## src/design/sfd_pkg.sv

```systemverilog
package sfd_pkg;

	// Field widths
	localparam int unsigned TICK_W    = 7;
	localparam int unsigned NPT_W     = 12;
	localparam int unsigned TMO_W     = 20;
	localparam int unsigned LAT_W     = 19;
	localparam int unsigned STEP_W    = 17;
	localparam int unsigned FLUX_W    = 21;
	localparam int unsigned TIME_W    = 40;
	localparam int unsigned SKIP_W    = 5;
	localparam int unsigned CFG_W     = 20;

	// Configuration register indexes
	localparam logic REG_NS_PER_TICK = 1'b0;
	localparam logic REG_TIMEOUT_NS  = 1'b1;

	// Register reset values
	localparam logic [NPT_W-1:0] NS_PER_TICK_RST = 12'd1409;
	localparam logic [TMO_W-1:0] TIMEOUT_NS_RST  = 20'd1000000;

	// Classified pair handed from the front to the back
	typedef struct packed {
		logic             trk_start;
		logic             trk_end;
		logic             skip;
		logic             idx;
		logic [7:0]       data;
		logic [LAT_W-1:0] lat;
	} cmd_t;

	// One decoded interval
	typedef struct packed {
		logic [FLUX_W-1:0] flux_ns;
		logic              index_valid;
		logic [TIME_W-1:0] index_time_ns;
		logic              run_last;
	} result_t;

endpackage

```

## src/design/sample_pair_flux_decoder.sv

```systemverilog
// Flux decoder for raw capture pairs (timing byte, data byte). Push one pair per
// accepted cycle while full is low; decoded flux intervals come out of a result
// queue in order, one per pop. A pair reaches the back sequencer through the
// command queue. A decoded pair occupies the back sequencer for all its data bits,
// one data bit per cycle unless stalled, before the next pair is taken; a skipped
// pair with track start or track end is consumed there without decoding, and
// other skipped pairs are dropped at the front. A pair yields up to 8 intervals;
// each is held in the back until the next interval or the pair's last data bit
// shows whether it closes the pair, so it enters the result queue with the decode
// of that next bit, and one decoded on the last bit is then released from the
// hold register. A full result queue stalls the back sequencer when a held result
// is due out. The user must write ns_per_tick (index 0) and timeout_ns (index 1)
// through the cfg port only while the block is idle; the block does not enforce it.
module sample_pair_flux_decoder #(
	parameter int unsigned SKIP_PAIRS = 16,
	parameter int unsigned CMD_DEPTH  = 4,
	parameter int unsigned RES_DEPTH  = 4
) (
	input  logic                         clk,
	input  logic                         arst_n,
	input  logic                         cfg_write,
	input  logic                         cfg_index,
	input  logic [sfd_pkg::CFG_W-1:0]    cfg_data,
	input  logic                         push,
	output logic                         full,
	input  logic [7:0]                   timing_byte,
	input  logic [7:0]                   data_byte,
	input  logic                         track_start,
	input  logic                         track_end,
	output logic                         empty,
	input  logic                         pop,
	output logic [sfd_pkg::FLUX_W-1:0]   flux_ns,
	output logic                         index_valid,
	output logic [sfd_pkg::TIME_W-1:0]   index_time_ns,
	output logic                         run_last
);

	import sfd_pkg::*;

	logic [NPT_W-1:0] ns_per_tick_q;
	logic [TMO_W-1:0] timeout_ns_q;
	logic             cmd_push;
	logic             cmd_full;
	logic             cmd_empty;
	logic             cmd_pop;
	cmd_t             cmd_in;
	cmd_t             cmd_head;
	logic             res_push;
	logic             res_full;
	result_t          res_in;
	result_t          res_head;

	// Hold configuration registers
	always_ff @(posedge clk or negedge arst_n) begin
		if (!arst_n) begin
			ns_per_tick_q <= NS_PER_TICK_RST;
			timeout_ns_q  <= TIMEOUT_NS_RST;
		end else if (cfg_write) begin
			unique case (cfg_index)
				REG_NS_PER_TICK: ns_per_tick_q <= cfg_data[NPT_W-1:0];
				REG_TIMEOUT_NS:  timeout_ns_q  <= cfg_data[TMO_W-1:0];
				default:         ns_per_tick_q <= ns_per_tick_q;
			endcase
		end
	end

	sfd_front #(
		.SKIP_PAIRS (SKIP_PAIRS)
	) u_front (
		.clk         (clk),
		.arst_n      (arst_n),
		.push        (push),
		.timing_byte (timing_byte),
		.data_byte   (data_byte),
		.track_start (track_start),
		.track_end   (track_end),
		.ns_per_tick (ns_per_tick_q),
		.full        (full),
		.cmd_full    (cmd_full),
		.cmd_push    (cmd_push),
		.cmd         (cmd_in)
	);

	sfd_fifo #(
		.WIDTH ($bits(cmd_t)),
		.DEPTH (CMD_DEPTH)
	) u_cmd_fifo (
		.clk    (clk),
		.arst_n (arst_n),
		.push   (cmd_push),
		.wdata  (cmd_in),
		.full   (cmd_full),
		.pop    (cmd_pop),
		.rdata  (cmd_head),
		.empty  (cmd_empty)
	);

	sfd_back u_back (
		.clk        (clk),
		.arst_n     (arst_n),
		.timeout_ns (timeout_ns_q),
		.cmd_empty  (cmd_empty),
		.cmd        (cmd_head),
		.cmd_pop    (cmd_pop),
		.res_full   (res_full),
		.res_push   (res_push),
		.res        (res_in)
	);

	sfd_fifo #(
		.WIDTH ($bits(result_t)),
		.DEPTH (RES_DEPTH)
	) u_res_fifo (
		.clk    (clk),
		.arst_n (arst_n),
		.push   (res_push),
		.wdata  (res_in),
		.full   (res_full),
		.pop    (pop),
		.rdata  (res_head),
		.empty  (empty)
	);

	assign flux_ns       = res_head.flux_ns;
	assign index_valid   = res_head.index_valid;
	assign index_time_ns = res_head.index_time_ns;
	assign run_last      = res_head.run_last;

endmodule

```

## src/design/sfd_fifo.sv

```systemverilog
module sfd_fifo #(
	parameter int unsigned WIDTH = 8,
	parameter int unsigned DEPTH = 4
) (
	input  logic             clk,
	input  logic             arst_n,
	input  logic             push,
	input  logic [WIDTH-1:0] wdata,
	output logic             full,
	input  logic             pop,
	output logic [WIDTH-1:0] rdata,
	output logic             empty
);

	localparam int unsigned PTR_W = (DEPTH > 1) ? $clog2(DEPTH) : 1;
	localparam int unsigned CNT_W = $clog2(DEPTH + 1);

	logic [WIDTH-1:0] mem_q [DEPTH];
	logic [PTR_W-1:0] wr_ptr_q;
	logic [PTR_W-1:0] rd_ptr_q;
	logic [CNT_W-1:0] count_q;
	logic             do_push;
	logic             do_pop;

	assign full    = (count_q == CNT_W'(DEPTH));
	assign empty   = (count_q == '0);
	assign do_push = push && !full;
	assign do_pop  = pop && !empty;
	assign rdata   = mem_q[rd_ptr_q];

	// Store item
	always_ff @(posedge clk) begin
		if (do_push) begin
			mem_q[wr_ptr_q] <= wdata;
		end
	end

	// Advance pointers and count
	always_ff @(posedge clk or negedge arst_n) begin
		if (!arst_n) begin
			wr_ptr_q <= '0;
			rd_ptr_q <= '0;
			count_q  <= '0;
		end else begin
			if (do_push) begin
				wr_ptr_q <= (wr_ptr_q == PTR_W'(DEPTH - 1)) ? '0 : wr_ptr_q + 1'b1;
			end
			if (do_pop) begin
				rd_ptr_q <= (rd_ptr_q == PTR_W'(DEPTH - 1)) ? '0 : rd_ptr_q + 1'b1;
			end
			unique case ({do_push, do_pop})
				2'b10:   count_q <= count_q + 1'b1;
				2'b01:   count_q <= count_q - 1'b1;
				default: count_q <= count_q;
			endcase
		end
	end

endmodule

```

## src/design/sfd_front.sv

```systemverilog
module sfd_front #(
	parameter int unsigned SKIP_PAIRS = 16
) (
	input  logic                        clk,
	input  logic                        arst_n,
	input  logic                        push,
	input  logic [7:0]                  timing_byte,
	input  logic [7:0]                  data_byte,
	input  logic                        track_start,
	input  logic                        track_end,
	input  logic [sfd_pkg::NPT_W-1:0]   ns_per_tick,
	output logic                        full,
	input  logic                        cmd_full,
	output logic                        cmd_push,
	output sfd_pkg::cmd_t               cmd
);

	import sfd_pkg::*;

	logic [SKIP_W-1:0] skip_count_q;
	logic              skipping_q;
	logic [SKIP_W-1:0] sc;
	logic              sz;
	logic              skip;
	logic              accept;

	assign full   = cmd_full;
	assign accept = push && !cmd_full;

	// Track start reloads the skip window before this pair is judged
	assign sc   = track_start ? SKIP_W'(SKIP_PAIRS) : skip_count_q;
	assign sz   = track_start | skipping_q;
	assign skip = (sc != '0) || (sz && (data_byte == 8'h00));

	// Forward pairs that decode or that touch back state
	assign cmd_push = accept && (!skip || track_start || track_end);

	always_comb begin
		cmd.trk_start = track_start;
		cmd.trk_end   = track_end;
		cmd.skip      = skip;
		cmd.idx       = timing_byte[7];
		cmd.data      = data_byte;
		cmd.lat       = LAT_W'(timing_byte[TICK_W-1:0]) * LAT_W'(ns_per_tick);
	end

	// Update skip window
	always_ff @(posedge clk or negedge arst_n) begin
		if (!arst_n) begin
			skip_count_q <= '0;
			skipping_q   <= 1'b0;
		end else if (accept) begin
			if (sc != '0) begin
				skip_count_q <= sc - 1'b1;
				skipping_q   <= sz;
			end else begin
				skip_count_q <= '0;
				skipping_q   <= sz && (data_byte == 8'h00);
			end
		end
	end

endmodule

```

## src/design/sfd_back.sv

```systemverilog
module sfd_back (
	input  logic                        clk,
	input  logic                        arst_n,
	input  logic [sfd_pkg::TMO_W-1:0]   timeout_ns,
	input  logic                        cmd_empty,
	input  sfd_pkg::cmd_t               cmd,
	output logic                        cmd_pop,
	input  logic                        res_full,
	output logic                        res_push,
	output sfd_pkg::result_t            res
);

	import sfd_pkg::*;

	localparam logic [2:0] POS_FIRST = 3'd7;
	localparam logic [2:0] POS_LAST  = 3'd0;

	// Decoder state
	logic [2:0]        pos_q;
	logic [FLUX_W-1:0] partial_q;
	logic [TIME_W-1:0] now_q;
	logic [TIME_W-1:0] elapsed_q;
	logic              pending_q;
	logic [TIME_W-1:0] index_time_q;

	// Held result, released once it is known whether it ends its pair
	result_t           hold_q;
	logic              hold_v_q;
	logic              hold_final_q;

	logic              first;
	logic              last;
	logic              clr;
	logic              bit_active;
	logic [FLUX_W-1:0] cur_partial;
	logic [TIME_W-1:0] cur_now;
	logic [TIME_W-1:0] cur_elapsed;
	logic              cur_pending;
	logic [STEP_W-1:0] step;
	logic [FLUX_W-1:0] pnew;
	logic [TIME_W-1:0] nnew;
	logic              idx_now;
	logic              pend_eff;
	logic [TIME_W-1:0] time_eff;
	logic              emit;
	logic              flush;
	logic              go;
	result_t           new_res;

	assign first      = (pos_q == POS_FIRST);
	assign bit_active = !cmd_empty && !cmd.skip;
	assign last       = cmd.skip || (pos_q == POS_LAST);
	assign clr        = !cmd_empty && cmd.trk_start && first;

	// Apply track start clear ahead of the first bit
	assign cur_partial = clr ? '0 : partial_q;
	assign cur_now     = clr ? '0 : now_q;
	assign cur_elapsed = clr ? '0 : elapsed_q;
	assign cur_pending = clr ? 1'b0 : pending_q;

	// One eighth of the byte time, remainder on the last bit
	assign step = STEP_W'(cmd.lat[LAT_W-1:3])
		+ ((pos_q == POS_LAST) ? STEP_W'(cmd.lat[2:0]) : '0);
	assign pnew = cur_partial + FLUX_W'(step);
	assign nnew = cur_now + TIME_W'(step);

	assign idx_now  = bit_active && first && cmd.idx;
	assign pend_eff = cur_pending | idx_now;
	assign time_eff = idx_now ? cur_now : index_time_q;

	assign emit = bit_active && (cmd.data[pos_q] || (pnew >= FLUX_W'(timeout_ns)));

	always_comb begin
		new_res.flux_ns       = pnew;
		new_res.index_valid   = pend_eff;
		new_res.index_time_ns = pend_eff ? time_eff : '0;
		new_res.run_last      = 1'b0;
	end

	// Release held item on a newer result or at the end of its pair
	assign flush = hold_v_q && (hold_final_q || emit || (!cmd_empty && last));
	assign go    = !(flush && res_full);

	assign res_push = flush && go;
	always_comb begin
		res          = hold_q;
		res.run_last = hold_final_q || !emit;
	end

	assign cmd_pop = go && !cmd_empty && last;

	// Step one data bit per cycle unless a full result queue stalls a release
	always_ff @(posedge clk or negedge arst_n) begin
		if (!arst_n) begin
			pos_q        <= POS_FIRST;
			partial_q    <= '0;
			now_q        <= '0;
			elapsed_q    <= '0;
			pending_q    <= 1'b0;
			index_time_q <= '0;
		end else if (go && !cmd_empty) begin
			if (cmd.skip) begin
				elapsed_q <= cur_elapsed;
				if (cmd.trk_end) begin
					now_q     <= cur_elapsed;
					partial_q <= '0;
					pending_q <= 1'b0;
				end else begin
					now_q     <= cur_now;
					partial_q <= cur_partial;
					pending_q <= cur_pending;
				end
			end else begin
				index_time_q <= time_eff;
				elapsed_q    <= emit ? nnew : cur_elapsed;
				// Drop the open interval after the last bit of a track
				if (last && cmd.trk_end) begin
					partial_q <= '0;
					pending_q <= 1'b0;
					now_q     <= emit ? nnew : cur_elapsed;
				end else if (emit) begin
					partial_q <= '0;
					pending_q <= 1'b0;
					now_q     <= nnew;
				end else begin
					partial_q <= pnew;
					pending_q <= pend_eff;
					now_q     <= nnew;
				end
				pos_q <= last ? POS_FIRST : pos_q - 1'b1;
			end
		end
	end

	// Hold newest result
	always_ff @(posedge clk or negedge arst_n) begin
		if (!arst_n) begin
			hold_v_q     <= 1'b0;
			hold_final_q <= 1'b0;
		end else if (go) begin
			if (emit) begin
				hold_v_q     <= 1'b1;
				hold_final_q <= last;
			end else if (flush) begin
				hold_v_q     <= 1'b0;
				hold_final_q <= 1'b0;
			end
		end
	end

	always_ff @(posedge clk) begin
		if (go && emit) begin
			hold_q <= new_res;
		end
	end

	// Never write a full result queue
	a_no_overflow: assert property (@(posedge clk) disable iff (!arst_n)
		res_push |-> !res_full)
		else $error("result pushed into full queue");

	// A pair in progress stays at the head of the command queue
	a_mid_pair: assert property (@(posedge clk) disable iff (!arst_n)
		(pos_q != POS_FIRST) |-> (!cmd_empty && !cmd.skip))
		else $error("bit position advanced without a pair");

	// A held result that is not final belongs to the pair in progress
	a_hold_open: assert property (@(posedge clk) disable iff (!arst_n)
		(hold_v_q && !hold_final_q) |-> (!cmd_empty && !cmd.skip && !first))
		else $error("open held result outside a pair");

	// A result that ends its pair is released right away unless stalled
	a_final_out: assert property (@(posedge clk) disable iff (!arst_n)
		(hold_v_q && hold_final_q && !res_full) |-> res_push)
		else $error("final result not released");

endmodule
```

## config.mk

```make
export PLATFORM = sky130hd
export DESIGN_NAME = sample_pair_flux_decoder
export DESIGN_NICKNAME = d
export VERILOG_FILES = /design/src/design/sfd_pkg.sv /design/src/design/sample_pair_flux_decoder.sv /design/src/design/sfd_fifo.sv /design/src/design/sfd_front.sv /design/src/design/sfd_back.sv
export SDC_FILE = /design/constraint.sdc
export NUM_CORES = 1
export LEC_CHECK = 0
export ABC_AREA = 1
export BUFFER_PORTS_ARGS = -buffer_cell sky130_fd_sc_hd__buf_2
export CORE_ASPECT_RATIO = 0.75
export CORE_MARGIN = 10
export CORE_UTILIZATION = 26
export DETAILED_ROUTE_END_ITERATION = 7
export HOLD_SLACK_MARGIN = 0.12
export PLACE_DENSITY = 0.39
export SLEW_MARGIN = 30
export SYNTH_ARGS = -nofsm -noshare
export SYNTH_HDL_FRONTEND = slang
export SYNTH_SLANG_ARGS = --single-unit
```

## constraint.sdc

```tcl
create_clock -name clk -period 13.6 [get_ports clk]
set_input_delay 0.68 -clock clk [delete_from_list [all_inputs] [get_ports clk]]
set_output_delay 0.68 -clock clk [all_outputs]
set_load 0.02 [all_outputs]
```

==> results of run 1 <==
-- flip-flops by register name, summed over array words and instances (netlist names) --
register / count
u_res_fifo.count_q: 3
u_res_fifo.rd_ptr_q: 2
u_res_fifo.mem_q: 252
u_back.res: 62
timeout_ns_q: 20
u_cmd_fifo.mem_q: 124
u_cmd_fifo.wr_ptr_q: 2
u_res_fifo.wr_ptr_q: 2
u_cmd_fifo.rd_ptr_q: 2
u_front.skip_count_q: 5
u_back.pending_q: 1
ns_per_tick_q: 12
u_cmd_fifo.count_q: 3
u_back.index_time_q: 40
u_back.partial_q: 21
u_front.skipping_q: 1
u_back.hold_final_q: 1
u_back.hold_v_q: 1
u_back.elapsed_q: 40
u_back.now_q: 40
u_back.pos_q: 3
-- worst reg2reg max path, delay by kind of cell, from the launching register on --
family,cells,cell delay (ps)
AO/OA/AOI/OAI,4,710
AND/OR/NAND/NOR,23,4230
adder cells (fa/ha/maj),1,270
buffers and inverters,7,3090
flip-flops,1,660
XOR/XNOR,1,250
-- worst paths after layout --
path / startpoint / to / slack, ps / cells after the start
setup reg to reg: u_cmd_fifo.rd_ptr_q[0] / u_res_fifo.mem_q[3][56] / 3950 / 36
hold reg to reg: u_back.now_q[18] / u_back.now_q[18] / 480 / 2
setup / recovery: u_cmd_fifo.rd_ptr_q[0] / u_res_fifo.mem_q[3][56] / 3950 / 36
hold / removal: cfg_data[18] / timeout_ns_q[18] / 250 / 3
max in group asynchronous: arst_n / u_back.elapsed_q[17] / 11830 / 3
min in group asynchronous: arst_n / u_res_fifo.rd_ptr_q[1] / 570 / 2
-- routing by layer --
layer	track usage, %	up-vias	share of wire [%]
li1	-	12300	-
met1	21.8	11900	53
met2	20.0	502	41
met3	2.71	106	5.0
met4	2.71	0	1.5
met5	0	-	0
-- power by group --
part	leakage [uW]	switching (uW)	internal [uW]
Sequential	0.00654	345	2980
Combinational	0.00828	3900	1500
Clock	0.00122	856	1210
-- cell families (layout without fill, tap and decap cells) --
family	after synthesis	count (layout)	synth area share (%)
flops	637	637	54.4
xor+xnor	70	70	1.84
fa+ha+maj	151	151	6.88
simple gates	1578	1578	19.1
other cells	0	1	0
buf+inv	615	728	7.44
compound gates	630	630	10.3
-- cell usage in the layout (no fill, tap or decap), types with 3 or more instances in the layout --
cell type	count
nand2_1	925
edfxtp_1	438
inv_1	429
nor2_1	386
o21ai_0	337
dfrtp_1	182
nand3_1	171
buf_2	107
o22ai_1	99
ha_1	97
clkbuf_16	79
a21oi_1	76
o21ai_1	62
xor2_1	54
fa_1	54
buf_4	30
clkbuf_1	25
nor3_1	20
nand4_1	20
xnor2_1	16
clkinv_2	14
inv_2	14
dfstp_2	14
o32ai_1	13
nor2_4	12
nand2_2	12
o21bai_1	12
nor4_1	10
o221ai_1	9
nand3b_1	6
clkbuf_8	6
nor2_2	5
bufinv_16	5
nand3_2	4
a21boi_0	4
o211ai_1	4
inv_4	4
a32oi_1	3
a31oi_1	3
clkinvlp_4	3
-- final cells by class --
type | instances | area, um^2
flip-flops and latches | 637 | 18200
clock buffers | 110 | 2150
inverters | 447 | 1690
repair buffers | 141 | 833
clock inverters | 30 | 355
fillers | 13300 | 89000
multi-input cells | 2429 | 12800
well taps | 1667 | 2090
diodes | 1 | 2.50
-- per-stage QoR --
step                      util (%)  hold WS, ps  setup WS (ps)
after CTS                     30.0          191           3860
after global routing          30.0          212           3010
final                         30.0          250           3950
after global placement        28.0          462           3800
after floorplan                  -          384           4540
after detailed placement      28.0          465           3920
==> key figures, run 1 <==
Synth
  • Syn Inst Count: 3,681
  • Sequential fraction of the synthesis area: ~54%
  • Post-synthesis cell type count: slightly below 50
  • Post-Syn Nets: slightly below 4,000
  • Yosys top cell by area: edfxtp_1
  • EDFF count, synth: around 440
  • Area contributors post-synth: edfxtp_1, dfrtp_1, nand2_1, o21ai_0, inv_1
  • Post-Syn Area: 33,400 um^2
  • Post-synthesis average cell area: roughly 9 um^2
  • Syn. warnings: 0
  • Synth Flop Type: edfxtp_1
  • Top cells by instance count after synthesis: nand2_1, edfxtp_1, inv_1
  • Seq cells post-synth: between 600 and 700
  • Most frequent cell after synthesis: nand2_1
  • Share of the synthesized area in the top cell type: approximately two fifths
  • Fraction of registers with async set/reset: between 30% and 40%

STA
  • Pins Over Slew Limit: 0
  • RSZ-0062 raised after global routing: false
  • Fmax: around 0.10 GHz
  • Worst Tran Pin Value: between 800 and 900 ps
  • Final Setup Violations: 0
  • Final hold vios: 0
  • Slew headroom: 41.8%
  • Tcrit/Tclk final: just over 70%
  • Clock Skews: 57.2 ps
  • Setup tns final: 0 ps
  • Min cycle time layout: 9650 ps

Critical path
  • Sum of buffers and inverters on the critical path: 7
  • CP max-delay cell: clkinv_2
  • WP data required: 13,890 ps
  • CP top delay family: simple AND/OR/NAND/NOR gates
  • CP max FO: 63
  • Max stage delay on crit path: 770 ps
  • Most frequent CP cell: nand2_1
  • Critical path class: flop to flop
  • CP startpoint kind: flop
  • WP data arrival: between 9000 and 10,000 ps
  • Crit path capture type: flop

CTS
  • CTS tree: yes
  • Worst-path clk slew: approximately 60 ps
  • Clk Latency, worst-skew pair: ~680 ps
  • Htree depth: 3
  • Setup Buffers After CTS: 0
  • Clock sink total: around 640
  • Max clock buf depth: 3
  • Cts hold-fix bufs: 1
  • Root buffer cell: clkbuf_16
  • Inserted Clock Buffers: between 70 and 80
  • Resized Gates After CTS: 0

Global routing
  • Vias in the first global route: roughly 24,000
  • Largest net degree at the start of global routing: 114
  • GRT Util Overall: between 10% and 20%
  • First-pass GRT wire length: about 160 mm
  • Overflow after GRT: 0
  • Initial antenna violation count: 4

Routing
  • Via density: 4.55
  • Drt initial violations: just under 2,000
  • First-pass DRT Iterations: 5
  • Wirelength, routed: approximately 100 mm
  • Mean routed wirelength per cell: around 19 um
  • DRC: 0
  • Via count: roughly 25,000
  • Final ANT Viol Nets: 0

Die
  • Die Footprint: 143,000 um^2
  • CORE AREA: around 130,000 um^2
  • # rows: roughly 110
  • Die X: 434 um
  • Initial Utilization: a little over a quarter
  • I/O Pins: about 110
  • Height of the chip: 330 um

Flow run
  • Max cap viols: 0

Min path
  • Hold Path Class: primary input to flop

Place
  • Gpl congestion: between 0.8 and 0.9
  • Post-Place Cells: roughly 5,300
  • Buffers added on ports: 108
  • Placement Cell Area: around 36,000 um^2
  • DP HPWL: approximately 70 mm

Layout
  • Post-route design area: around 38,000 um^2
  • Share of cells above drive strength 1: under 10%
  • Fin nets: between 3,000 and 4,000
  • Syn-to-layout area delta: 14.1%
  • Non-Filler Instances: between 5,000 and 6,000

Power and ir drop
  • Pwr/cell area: 283 nW/um^2
  • Leakage: 0.0160 uW
  • Max rail drop VDD: approximately 0.12 mV
  • Total power: between 10,000 and 15,000 uW

Run status
  • Outcome: completed
No activity file was read; power rests on OpenSTA's default activity.
==> run 2, diff against run 1 <==
--- a/config.mk
+++ b/config.mk
@@ -5,14 +5,14 @@
 export SDC_FILE = /design/constraint.sdc
 export NUM_CORES = 1
 export LEC_CHECK = 0
-export ABC_AREA = 1
+export ABC_AREA = 0
 export BUFFER_PORTS_ARGS = -buffer_cell sky130_fd_sc_hd__buf_2
 export CORE_ASPECT_RATIO = 0.75
 export CORE_MARGIN = 10
 export CORE_UTILIZATION = 26
 export DETAILED_ROUTE_END_ITERATION = 7
 export HOLD_SLACK_MARGIN = 0.12
-export PLACE_DENSITY = 0.39
+export PLACE_DENSITY = 0.4
 export SLEW_MARGIN = 30
 export SYNTH_ARGS = -nofsm -noshare
 export SYNTH_HDL_FRONTEND = slang
==> constraint.sdc (replaced) <==
create_clock -name clk -period 8.5 [get_ports clk]
set_input_delay 0.425 -clock clk [delete_from_list [all_inputs] [get_ports clk]]
set_output_delay 0.425 -clock clk [all_outputs]
set_load 0.02 [all_outputs]
==> run 2 against run 1 <==
Net effect:
- global-route usage fell by 1.4 points
- fmax rose by 22%
- sequential cell count did not move
- wire length fell by 17%
- final cell count fell by 26%
- clock-buffer cell count fell by 11
- first-iteration DRC count fell by 39%
- worst hold slack got worse by 44 ps
- clock skew fell by 12 ps
- register-to-register slack got worse by 3300 ps
==> key figures, run 2 <==
Run status
  • Outcome: completed

Synth
  • Xor and xnor area share after synthesis: 3.19% (+1.3 points)
  • EDFF count, synth: 438 (unchanged)
  • Area contributors post-synth: edfxtp_1, dfrtp_1, mux4_2, ha_1, fa_1
  • Multiplexer area fraction after synthesis: 9.19% (+9.2 points)
  • Share of the synthesized area in the top cell type: 42.7% (+3.2 points)
  • Most frequent cell after synthesis: edfxtp_1
  • Post-synthesis cell type count: 87 (+78%)
  • Synth Flop Type: edfxtp_1
  • Adder-Cell Fraction of Synth Area: 7.64% (+0.76 points)
  • Seq cells post-synth: 637 (unchanged)
  • Top cells by instance count after synthesis: edfxtp_1, nand2_1, dfrtp_1
  • Syn. warnings: 0 (unchanged)
  • Largest family of logic cells by synthesized area: multiplexers
  • Syn Inst Count: 2,271 (-38%)
  • Sequential fraction of the synthesis area: 58.9% (+4.5 points)
  • Fraction of registers with async set/reset: 31.2% (unchanged)
  • Area fraction in and, or, nand and nor cells after synthesis: 9.09% (-10 points)
  • Post-Syn Area: 30,800 um^2 (-7.6%)
  • Post-synthesis average cell area: 13.6 um^2 (+50%)
  • Post-Syn Nets: 2,466 (-36%)
  • Yosys top cell by area: edfxtp_1
  • Synth Area in Compound Gates: 8.94% (-1.4 points)

Power and ir drop
  • Pwr/cell area: 405 nW/um^2 (+43%)
  • Leakage: 0.0137 uW (-15%)
  • Max rail drop VDD: 0.192 mV (+62%)

CTS
  • Inserted Clock Buffers: 74 (-2.6%)
  • Htree depth: 3 (unchanged)
  • Max clock buf depth: 3 (unchanged)
  • Root buffer cell: clkbuf_16
  • Clk Latency, worst-skew pair: 640 ps (-40 ps)
  • Clock sink total: 637 (unchanged)
  • Worst-path clk slew: 60 ps (about the same)
  • CTS tree: yes
  • Setup Buffers After CTS: 0 (unchanged)

Routing
  • Via count: 19,100 (-23%)
  • Drt initial violations: 1,203 (-39%)
  • First-pass DRT Iterations: 5 (unchanged)
  • DRC: 0 (unchanged)
  • Wirelength, routed: 84.3 mm (-17%)
  • Final ANT Viol Nets: 0 (unchanged)
  • Via density: 4.71 (+3.6%)
  • Mean routed wirelength per cell: 20.8 um (+12%)

Layout
  • Largest register FFs: 252 (unchanged)
  • Largest register by flop count: u_res_fifo.mem_q
  • Most common cell after layout, fill and taps aside: edfxtp_1
  • Fin nets: 2,626 (-33%)
  • Fillcell total: 11,800 (-12%)
  • Syn-to-layout area delta: 17.7%
  • Share of cells above drive strength 1: 19.6% (+11 points)
  • Most frequent cells in the layout: edfxtp_1, nand2_1, dfrtp_1

Die
  • Height of the chip: 318 um (-3.6%)
  • I/O Pins: 109 (unchanged)
  • Die X: 418 um (-3.7%)
  • Initial Utilization: 26.2% (-0.090 points)
  • CORE AREA: 118,000 um^2 (-7.3%)
  • # rows: 109 (-3.5%)
  • Die Footprint: 133,000 um^2 (-7.2%)

Flow run
  • Max cap viols: 0 (unchanged)

STA
  • Tcrit/Tclk final: 92.9% (+22 points)
  • Fmax: 0.127 GHz (+22%)
  • Pins Over Slew Limit: 0 (unchanged)
  • Min cycle time layout: 7900 ps (-1750 ps)
  • Setup tns final: 0 ps (unchanged)
  • Final hold vios: 0 (unchanged)
  • Slew headroom: 37.4% (-4.4 points)
  • Final Setup Violations: 0 (unchanged)
  • Clock Skews: 45.0 ps (-12.2 ps)
  • RSZ-0062 raised after global routing: false
  • Min Hold Slack: 206 ps (-44.4 ps)
  • Worst Tran Pin Value: 915 ps (+42.1 ps)

Place
  • Gpl congestion: 0.803 (-6.0%)
  • DP HPWL: 58.2 mm (-16%)
  • Buffers added on ports: 108 (unchanged)

Critical path
  • CP startpoint kind: flop
  • R2R Setup Slk: 600 ps (-3350 ps)
  • Max stage delay on crit path: 500 ps (-270 ps)
  • Reg2reg path depth: 32 (-11%)
  • CP max FO: 55 (-13%)
  • Crit path capture type: flop
  • FF-to-FF End: u_res_fifo.mem_q[1][26]
  • CP max-delay cell: dfrtp_1
  • WP data required: 8780 ps (-5110 ps)
  • WP data arrival: 8180 ps (-1760 ps)
  • FF-to-FF Start: u_cmd_fifo.rd_ptr_q[1]
  • Critical path class: flop to flop

Min path
  • HP Start: track_start
  • Hold path depth: 1 (-2)
  • Hold Path Class: primary input to flop
  • Worst Hold End: u_cmd_fifo.mem_q[2][30]

Global routing
  • Initial antenna violation count: 3 (-1)
  • Largest net degree at the start of global routing: 124 (+8.8%)
  • Overflow after GRT: 0 (unchanged)
  • First-pass GRT wire length: 131 mm (-16%)
  • GRT Util Overall: 12.7% (-1.4 points)
  • Vias in the first global route: 20,200 (-17%)
run 2: cell count changes in the layout (fill, tap and decap cells not counted), moves of 63 or more:
cell     delta
o22ai_1    -98
and2_1     +63
nand2_1   -662
o21ai_0   -281
nor2_1    -324
nand3_1   -114
inv_1     -306
mux4_2     +95
run 2: layer usage:
metal	wire [um]	global-route usage [%]
met5	0	0
met3	3180	2.06
met2	36700	18.9
met4	2080	3.59
met1	42300	18.8
run 2: kinds of logic after synthesis:
family | after synthesis
adders and majority gates | 157
AOI/OAI and AO/OA | 402
muxes | 153
DFF | 637
xor gates and xnor gates | 106
buffers and inverters | 230
and+or+nand+nor | 586
run 2: worst max path at each step:
stage,endpoint,from,slack (ps),cells after the start
CTS,u_res_fifo.mem_q[0][27],u_back.pos_q[1],60,34
finish,u_res_fifo.mem_q[1][26],u_cmd_fifo.rd_ptr_q[1],600,32
floorplan,u_res_fifo.count_q[2],u_cmd_fifo.rd_ptr_q[0],30,42
detailed placement,u_back.elapsed_q[37],u_back.pos_q[1],9,36
global route,u_res_fifo.count_q[2],u_cmd_fifo.rd_ptr_q[1],20,37
global placement,u_res_fifo.count_q[2],u_back.pos_q[1],250,39
run 2: through the flow:
| step | cell area, um^2 | util (%) | cells | worst slack [ps] | total power [uW] |
|---|---|---|---|---|---|
| after global placement | 33400 | 28.3 | 3878 | 254 | 11400 |
| after floorplan | 30800 | - | 2271 | 28.1 | 9190 |
| after detailed placement | 33400 | 28.3 | 3878 | 9.47 | 11500 |
| after CTS | 36200 | 30.7 | 4045 | 57.6 | 14900 |
| after global routing | 36300 | 30.8 | 4045 | 22.2 | 15700 |
| final | 36300 | 30.8 | 4047 | 600 | 14700 |
run 2: timing repair:
item,4_1_cts,5_1_grt
setup endpoints to repair,20,458
hold buffers,31,0
endpoints found under the hold margin,134,0
resized for setup,2,11
pin swaps,0,1
cloned,0,0
run 2: worst max-delay path: cells and delay by family (launching register included):
family	cells	cell delay, ps
buffers and inverters	2	670
adder cells (fa/ha/maj)	3	1040
multiplexers	2	460
flip-flops	1	500
AO/OA/AOI/OAI	12	2300
XOR/XNOR	2	310
AND/OR/NAND/NOR	11	2200
run 2: cell type report:
| type | count | area (um^2) | share of cell area (%) |
|---|---|---|---|
| inverters | 125 | 470 | 1.30 |
| flip-flops and latches | 637 | 18200 | 50.0 |
| diodes | 2 | 5.00 | 0.0138 |
| well taps | 1554 | 1940 | 5.36 |
| clock inverters | 37 | 460 | 1.27 |
| repair buffers | 189 | 1360 | 3.74 |
| multi-input cells | 1404 | 11800 | 32.6 |
| clock buffers | 99 | 2070 | 5.70 |
run 2: where the power goes:
part	switching [uW]	internal, uW	total (uW)
logic	4170	2480	6650
clock network	1330	1950	3270
registers	413	4370	4780
total	5910	8800	14700
